<file path="src/rhc_pkg.sv">
// ----------------------------------------------------------------------------
// rhc_pkg
// Shared types and constants for the RGB to HSV converter.
// ----------------------------------------------------------------------------
`default_nettype none

package rhc_pkg;

   // Hue sector, picked by the largest channel (red, then green, then blue on ties)
   typedef enum logic [1:0] {
      SECTOR_RED,
      SECTOR_GREEN,
      SECTOR_BLUE
   } sector_type;

   localparam int HUE_DEG_SEXTANT = 60;
   localparam int HUE_DEG_FULL    = 360;
   localparam int GREEN_BASE      = 2;
   localparam int BLUE_BASE       = 4;

endpackage

`default_nettype wire

</file>
<file path="src/rhc_div.sv">
// ----------------------------------------------------------------------------
// rhc_div
// Pipelined restoring divider, one quotient bit per register stage.
// Requires num < den * 2^QUO_BITS.
// ----------------------------------------------------------------------------
`default_nettype none

module rhc_div #(
   parameter int DIV_BITS = 8,
   parameter int QUO_BITS = 10
) (
   input  wire logic                         clock,
   input  wire logic [QUO_BITS-1:0]          stage_en,
   input  wire logic [DIV_BITS+QUO_BITS-1:0] num,
   input  wire logic [DIV_BITS-1:0]          den,
   output logic      [QUO_BITS-1:0]          quo
);

   localparam int NUM_W = DIV_BITS + QUO_BITS;

   logic [QUO_BITS-1:0][DIV_BITS-1:0] rem_src, rem_in, rem_ff;
   logic [QUO_BITS-1:0][QUO_BITS-1:0] word_src, word_in, word_ff;
   logic [QUO_BITS-1:0][DIV_BITS-1:0] den_src, den_ff;
   logic [QUO_BITS-1:0][DIV_BITS:0]   trial;
   logic [QUO_BITS-1:0]               fits;

   always_comb begin
      rem_src[0]  = num[NUM_W-1:QUO_BITS];
      word_src[0] = num[QUO_BITS-1:0];
      den_src[0]  = den;
      for (int k = 1; k < QUO_BITS; k++) begin
         rem_src[k]  = rem_ff[k-1];
         word_src[k] = word_ff[k-1];
         den_src[k]  = den_ff[k-1];
      end
      for (int k = 0; k < QUO_BITS; k++) begin
         trial[k] = {rem_src[k], word_src[k][QUO_BITS-1]};
         fits[k]  = (trial[k] >= {1'b0, den_src[k]});
         if (fits[k]) begin
            rem_in[k] = DIV_BITS'(trial[k] - {1'b0, den_src[k]});
         end else begin
            rem_in[k] = trial[k][DIV_BITS-1:0];
         end
         word_in[k] = {word_src[k][QUO_BITS-2:0], fits[k]};
      end
   end

   always_ff @(posedge clock) begin
      for (int k = 0; k < QUO_BITS; k++) begin
         if (stage_en[k]) begin
            rem_ff[k]  <= rem_in[k];
            word_ff[k] <= word_in[k];
            den_ff[k]  <= den_src[k];
         end
      end
   end

   assign quo = word_ff[QUO_BITS-1];

endmodule

`default_nettype wire

</file>
<file path="src/rgb_to_hsv_convert.sv">
// Throughput: one pixel per clock unless rsp_ready stalls the output; each stage
// advances when it is empty or its successor advances, so bubbles close up under
// backpressure.
// Depth is set by the two dividers, which resolve one quotient bit per stage.
// Reset clears only the stage valid bits; data registers are not reset.
// ----------------------------------------------------------------------------
// rgb_to_hsv_convert
// RGB pixel to hue (fractional degrees), saturation and value, fully pipelined.
// ----------------------------------------------------------------------------
`default_nettype none

module rgb_to_hsv_convert #(
   parameter int CHANNEL_BITS  = 8,
   parameter int HUE_FRAC_BITS = 4
) (
   input  wire logic                       clock,
   input  wire logic                       reset,
   input  wire logic                       req_valid,
   output logic                            req_ready,
   input  wire logic [CHANNEL_BITS-1:0]    req_red,
   input  wire logic [CHANNEL_BITS-1:0]    req_green,
   input  wire logic [CHANNEL_BITS-1:0]    req_blue,
   output logic                            rsp_valid,
   input  wire logic                       rsp_ready,
   output logic [HUE_FRAC_BITS+8:0]        rsp_hue,
   output logic [CHANNEL_BITS-1:0]         rsp_saturation,
   output logic [CHANNEL_BITS-1:0]         rsp_brightness,
   output logic                            rsp_hue_undefined
);

   localparam int CW        = CHANNEL_BITS;
   localparam int HW        = HUE_FRAC_BITS + 9;
   localparam int QH        = HUE_FRAC_BITS + 6;
   localparam int QB        = (CW > QH) ? CW : QH;
   localparam int NUM_W     = CW + QB;
   localparam int STAGES    = QB + 3;
   localparam int SIDE_W    = CW + 4;
   localparam int HUE_SCALE = rhc_pkg::HUE_DEG_SEXTANT * (2 ** HUE_FRAC_BITS);
   localparam int HUE_FULL  = rhc_pkg::HUE_DEG_FULL * (2 ** HUE_FRAC_BITS);

   localparam logic [HW-1:0] HUE_FULL_C  = HW'(HUE_FULL);
   localparam logic [HW-1:0] HUE_GREEN_C = HW'(rhc_pkg::GREEN_BASE * HUE_SCALE);
   localparam logic [HW-1:0] HUE_BLUE_C  = HW'(rhc_pkg::BLUE_BASE * HUE_SCALE);
   localparam logic [NUM_W-1:0] HUE_SCALE_C = NUM_W'(HUE_SCALE);

   // ---------------- stage control ----------------
   logic [STAGES-1:0] valid_ff, valid_in, stage_en;

   assign valid_in = {valid_ff[STAGES-2:0], req_valid};

   always_comb begin
      stage_en[STAGES-1] = !valid_ff[STAGES-1] || rsp_ready;
      for (int k = STAGES - 2; k >= 0; k--) begin
         stage_en[k] = !valid_ff[k] || stage_en[k+1];
      end
   end

   always_ff @(posedge clock) begin
      if (reset) begin
         valid_ff <= '0;
      end else begin
         for (int k = 0; k < STAGES; k++) begin
            if (stage_en[k]) begin
               valid_ff[k] <= valid_in[k];
            end
         end
      end
   end

   assign req_ready = stage_en[0] && !reset;
   assign rsp_valid = valid_ff[STAGES-1];

   // ---------------- stage 0: max, min, sector ----------------
   logic [CW-1:0]           mx0_in, mn0_in, absdiff0_in;
   logic                    neg0_in;
   rhc_pkg::sector_type     sector0_in;
   logic [CW-1:0]           mx0_ff, delta0_ff, absdiff0_ff;
   logic                    neg0_ff;
   rhc_pkg::sector_type     sector0_ff;

   always_comb begin
      mx0_in = req_red;
      if (req_green > mx0_in) mx0_in = req_green;
      if (req_blue > mx0_in)  mx0_in = req_blue;
      mn0_in = req_red;
      if (req_green < mn0_in) mn0_in = req_green;
      if (req_blue < mn0_in)  mn0_in = req_blue;

      priority if (req_red == mx0_in) begin
         sector0_in  = rhc_pkg::SECTOR_RED;
         neg0_in     = (req_green < req_blue);
         absdiff0_in = neg0_in ? (req_blue - req_green) : (req_green - req_blue);
      end else if (req_green == mx0_in) begin
         sector0_in  = rhc_pkg::SECTOR_GREEN;
         neg0_in     = (req_blue < req_red);
         absdiff0_in = neg0_in ? (req_red - req_blue) : (req_blue - req_red);
      end else begin
         sector0_in  = rhc_pkg::SECTOR_BLUE;
         neg0_in     = (req_red < req_green);
         absdiff0_in = neg0_in ? (req_green - req_red) : (req_red - req_green);
      end
   end

   always_ff @(posedge clock) begin
      if (stage_en[0]) begin
         mx0_ff      <= mx0_in;
         delta0_ff   <= mx0_in - mn0_in;
         absdiff0_ff <= absdiff0_in;
         neg0_ff     <= neg0_in;
         sector0_ff  <= sector0_in;
      end
   end

   // ---------------- stage 1: dividends ----------------
   logic [NUM_W-1:0]  sat_num1_ff, hue_num1_ff;
   logic [CW-1:0]     mx1_ff, delta1_ff;
   logic [SIDE_W-1:0] side1_ff;
   logic [NUM_W-1:0]  hue_bias1;

   // negative green and blue hue is base minus the offset; the offset quotient rounds up
   always_comb begin
      hue_bias1 = (neg0_ff && sector0_ff != rhc_pkg::SECTOR_RED)
                  ? (NUM_W'(delta0_ff) - NUM_W'(1)) : '0;
   end

   always_ff @(posedge clock) begin
      if (stage_en[1]) begin
         sat_num1_ff <= NUM_W'({delta0_ff, {CW{1'b0}}}) - NUM_W'(delta0_ff);
         hue_num1_ff <= NUM_W'(absdiff0_ff) * HUE_SCALE_C + hue_bias1;
         mx1_ff      <= mx0_ff;
         delta1_ff   <= delta0_ff;
         side1_ff    <= {(delta0_ff == '0), sector0_ff, neg0_ff, mx0_ff};
      end
   end

   // ---------------- stages 2 .. QB+1: division ----------------
   logic [QB-1:0] sat_quo, hue_quo;

   rhc_div #(
      .DIV_BITS (CW),
      .QUO_BITS (QB)
   ) u_sat_div (
      .clock    (clock),
      .stage_en (stage_en[2 +: QB]),
      .num      (sat_num1_ff),
      .den      (mx1_ff),
      .quo      (sat_quo)
   );

   rhc_div #(
      .DIV_BITS (CW),
      .QUO_BITS (QB)
   ) u_hue_div (
      .clock    (clock),
      .stage_en (stage_en[2 +: QB]),
      .num      (hue_num1_ff),
      .den      (delta1_ff),
      .quo      (hue_quo)
   );

   logic [QB-1:0][SIDE_W-1:0] side_ff;

   always_ff @(posedge clock) begin
      for (int k = 0; k < QB; k++) begin
         if (stage_en[2+k]) begin
            side_ff[k] <= (k == 0) ? side1_ff : side_ff[(k == 0) ? 0 : k-1];
         end
      end
   end

   // ---------------- final stage: hue assembly and output registers ----------------
   logic [SIDE_W-1:0]   fin_side;
   logic                fin_undef, fin_neg;
   rhc_pkg::sector_type fin_sector;
   logic [HW-1:0]       hue_base, hue_sum, hue_in;
   logic [HW-1:0]       hue_ff;
   logic [CW-1:0]       sat_ff, bright_ff;
   logic                undef_ff;

   always_comb begin
      fin_side   = side_ff[QB-1];
      fin_undef  = fin_side[CW+3];
      fin_sector = rhc_pkg::sector_type'(fin_side[CW+2:CW+1]);
      fin_neg    = fin_side[CW];
      unique case (fin_sector)
         rhc_pkg::SECTOR_RED:   hue_base = fin_neg ? HUE_FULL_C : '0;
         rhc_pkg::SECTOR_GREEN: hue_base = HUE_GREEN_C;
         rhc_pkg::SECTOR_BLUE:  hue_base = HUE_BLUE_C;
         default:               hue_base = '0;
      endcase
      hue_sum = fin_neg ? (hue_base - HW'(hue_quo[QH-1:0]))
                        : (hue_base + HW'(hue_quo[QH-1:0]));
      hue_in  = (fin_undef || hue_sum == HUE_FULL_C) ? '0 : hue_sum;
   end

   always_ff @(posedge clock) begin
      if (stage_en[STAGES-1]) begin
         hue_ff    <= hue_in;
         sat_ff    <= fin_undef ? '0 : sat_quo[CW-1:0];
         bright_ff <= fin_side[CW-1:0];
         undef_ff  <= fin_undef;
      end
   end

   assign rsp_hue           = hue_ff;
   assign rsp_saturation    = sat_ff;
   assign rsp_brightness    = bright_ff;
   assign rsp_hue_undefined = undef_ff;

`ifndef SYNTHESIS
   a_hue_range: assert property (@(posedge clock) disable iff (reset)
      rsp_valid |-> rsp_hue < HUE_FULL_C)
      else $error("hue out of range");

   a_undef_zero: assert property (@(posedge clock) disable iff (reset)
      rsp_valid && rsp_hue_undefined |-> rsp_hue == '0 && rsp_saturation == '0)
      else $error("undefined hue with nonzero hue or saturation");

   a_defined_sat: assert property (@(posedge clock) disable iff (reset)
      rsp_valid && !rsp_hue_undefined |-> rsp_saturation != '0 && rsp_brightness != '0)
      else $error("chromatic pixel with zero saturation or value");

   a_pipe_hold: assert property (@(posedge clock) disable iff (reset)
      valid_ff[STAGES-1] && !rsp_ready |=> $stable(hue_ff) && $stable(sat_ff))
      else $error("output stage changed while stalled");
`endif

endmodule

`default_nettype wire
</file>
<file path="config.mk">
export PLATFORM = sky130hd
export DESIGN_NAME = rgb_to_hsv_convert
export DESIGN_NICKNAME = d
export VERILOG_FILES = /design/src/rhc_pkg.sv /design/src/rhc_div.sv /design/src/rgb_to_hsv_convert.sv
export SDC_FILE = /design/constraint.sdc
export NUM_CORES = 1
export LEC_CHECK = 0
export BUFFER_PORTS_ARGS = -buffer_cell sky130_fd_sc_hd__buf_4
export CAP_MARGIN = 20
export CORE_ASPECT_RATIO = 0.7
export CORE_MARGIN = 2
export CORE_UTILIZATION = 35
export DETAILED_ROUTE_END_ITERATION = 6
export PLACE_DENSITY = 0.54
export SKIP_CTS_REPAIR_TIMING = 1
export SLEW_MARGIN = 30
export SYNTH_ARGS = -nofsm -noshare
export SYNTH_HDL_FRONTEND = slang
export SYNTH_HIERARCHICAL = 1
export SYNTH_SLANG_ARGS = --single-unit
</file>
<file path="constraint.sdc">
create_clock -name clock -period 14.5 [get_ports clock]
set_input_delay 1.45 -clock clock [delete_from_list [all_inputs] [get_ports clock]]
set_output_delay 1.45 -clock clock [all_outputs]
set_load 0.1 [all_outputs]
</file>
==> flow_summary.ini <==
[floorplan]
ios = 60
fp.dieH_um = 272.9
num_rows = 98
die_x_um = 388.2
initial_core_util_pct = 35.36
die_area_sq_um = 105900
core_area_sq_um = 102300

[synthesis]
syn_inst = 2806
syn_area_sq_um = 36160
yosysWarnings = 6
synth_area_per_cell_sq_um = 12.89
syn_nets = 3131

[min_path]
hold_path_end = u_hue_div/word_ff[48]
min_from = u_hue_div/word_ff[37]
min_path_cells = 0
min_path_type = reg2reg

[routing]
route.detailed.drc = 0
ant_nets = 0
avgRoutedWirePerCell_um = 17.06
viasPerCell = 4.899
drt_iter0_drc = 1222
drt-total-wl_mm = 73.83
drtPass1Iterations = 6
vias = 21200

[clock_network]
cts_root_buf = clkbuf_16
cts_buffers = 76
path_clk_slew_ns = 0.06
cts_tree = built
clk_path_buf_depth = 3
htreeDepth = 3
clock-sinks = 713
insertion_delay_ns = 0.62

[grt]
antenna_found_initial = 1
grt_pass1_wl_mm = 118.5
track_usage_pct = 13.91
grt_pass1_vias = 21410
grt.overflow.total = 0
grt_max_degree = 65

[worst_setup_path]
criticalPathCategory = in2reg
path_buf_inv = 4
r2r_start = delta0_ff[2]
crit_path_start = req_green[0]
rrSetupSlack_ns = 10.36
critPathCaptureType = flop
crit_family = simple AND/OR/NAND/NOR gates
cp-start-kind = input pin
r2r_end = hue_num1_ff[17]
crit_path_max_fanout = 11
cpPeakStageDelay_ns = 0.68
cp_data_arrival_time_ns = 7.48
cp.required_ns = 14.94
reg2reg_depth = 19
path_cells = buf_4, inv_1, ha_1, fa_1, nand3b_1, a21oi_2, o21ai_0, buf_4, o21ai_0, inv_1, ha_1, nand4_1, nor2_1, nand2_1, a21oi_1, or2_0, a211oi_1, o31a_1, nor4b_1, nand4_1, mux2_2, mux2i_1
cpMaxStageDelayCell = nand4_1

[timing]
fin_worst_skew_ns = 0.01766
hold_violations = 0
fin_ws_ns = 7.462
max_freq_ghz = 0.1421
fin_crit_sh_pct = 48.54
tns_ns = 0
slew_headroom_pct = 38.23
rsz0062_at_grt = no
slew_violations = 0
worst_pin_slew_ns = 0.9266
setup_viol = 0
finalCriticalPeriod_ns = 7.038

[finish]
finalInstanceArea_sq_um = 40800
num-nets-final = 3240
postLayoutCoreUtil_pct = 39.90
layout_commonest_cell = edfxtp_1
mostFrequentLayoutCells = edfxtp_1 (700), inv_1 (287), ha_1 (259)
layout-drive-gt1-share_pct = 10.78
fill_cells = 9486
area_delta_synth_final_pct = 12.83

[power_and_ir_drop]
ir_drop_uv = 100.0
leakage_nw = 16.36
fin_total_pwr_mw = 10.29
p_per_area_nw_per_um2 = 252.3

[place]
routabilityCongestion = 0.8545
place_area_sq_um = 38190
dp.final_hpwl_mm = 55.52
port-buffer-count = 59
dp_slack_ns = 6.903

[outcome]
status = finished clean

[run]
timing.max_cap.violations = 0
## registers in the layout, indices dropped and copies added, names as in the netlist, 17 cells and up
| register | count |
|---|---|
| side_ff | 108 |
| u_hue_div/word_ff | 81 |
| u_hue_div/den_ff | 72 |
| u_hue_div/rem_ff | 72 |
| u_sat_div/den_ff | 72 |
| u_sat_div/rem_ff | 72 |
| u_sat_div/word_ff | 64 |
| hue_num1_ff | 18 |
| sat_num1_ff | 17 |
## area by class of cell
type	count	area (sq um)	area share, %
inverters	293	1100	2.695
flip-flops and latches	713	21280	52.15
multi-input cells	1750	13530	33.17
well taps	1350	1689	4.140
repair buffers	81	605.6	1.484
clock buffers	85	1957	4.796
diodes	1	2.502	0.006133
clock inverters	55	634.4	1.555
## worst reg2reg max path, stage by stage (launching register included)
cell and delay, ns:
edfxtp_1 0.48, nor2_1 0.19, nand3_1 0.16, or3_1 0.36, o21ai_0 0.16, inv_1 0.08
a21oi_1 0.23, nor2_1 0.13, ha_1 0.33, a21o_1 0.18, a21oi_1 0.21, o21bai_1 0.10
a21oi_1 0.23, nor2b_1 0.07, o21a_1 0.18, o21ai_0 0.16, nand2b_1 0.11, a21oi_1 0.24
o21ai_0 0.15, xnor2_1 0.13
## where the power goes
group	leakage [nW]	switching (mW)	total (mW)	internal (mW)
Clock	1.25	0.803	1.98	1.18
Sequential	7.47	0.422	3.90	3.47
Combinational	7.64	2.49	4.41	1.93
## how the worst max path moves through the flow
| stage | endpoint | slack [ns] | cells past startpoint |
|---|---|---|---|
| after floorplan | req_ready | 5.15 | 10 |
| after global placement | sector0_ff[1] | 7.01 | 22 |
| after detailed placement | sector0_ff[1] | 6.90 | 22 |
| after CTS | absdiff0_ff[0] | 7.57 | 22 |
| after global routing | sector0_ff[1] | 7.00 | 22 |
| final | absdiff0_ff[0] | 7.46 | 22 |
## through the flow
| stage | instances | hold WS, ns |
|---|---|---|
| after floorplan | 2806 | 0.4003 |
| after global placement | 4184 | 0.4009 |
| final | 4328 | 0.4006 |
| after CTS | 4324 | 0.3995 |
| after global routing | 4327 | 0.4133 |
| after detailed placement | 4184 | 0.4045 |
## metal layers
layer  vias up  global-route usage [%]  part of all wire (%)
met3        98                   2.226                   3.9
li1      10590                       -                     -
met2       398                   21.57                    44
met5         -                       0                 0.018
met1     10110                   20.35                    50
met4         2                   3.318                   1.7
Power figures use the tool's default switching activity.
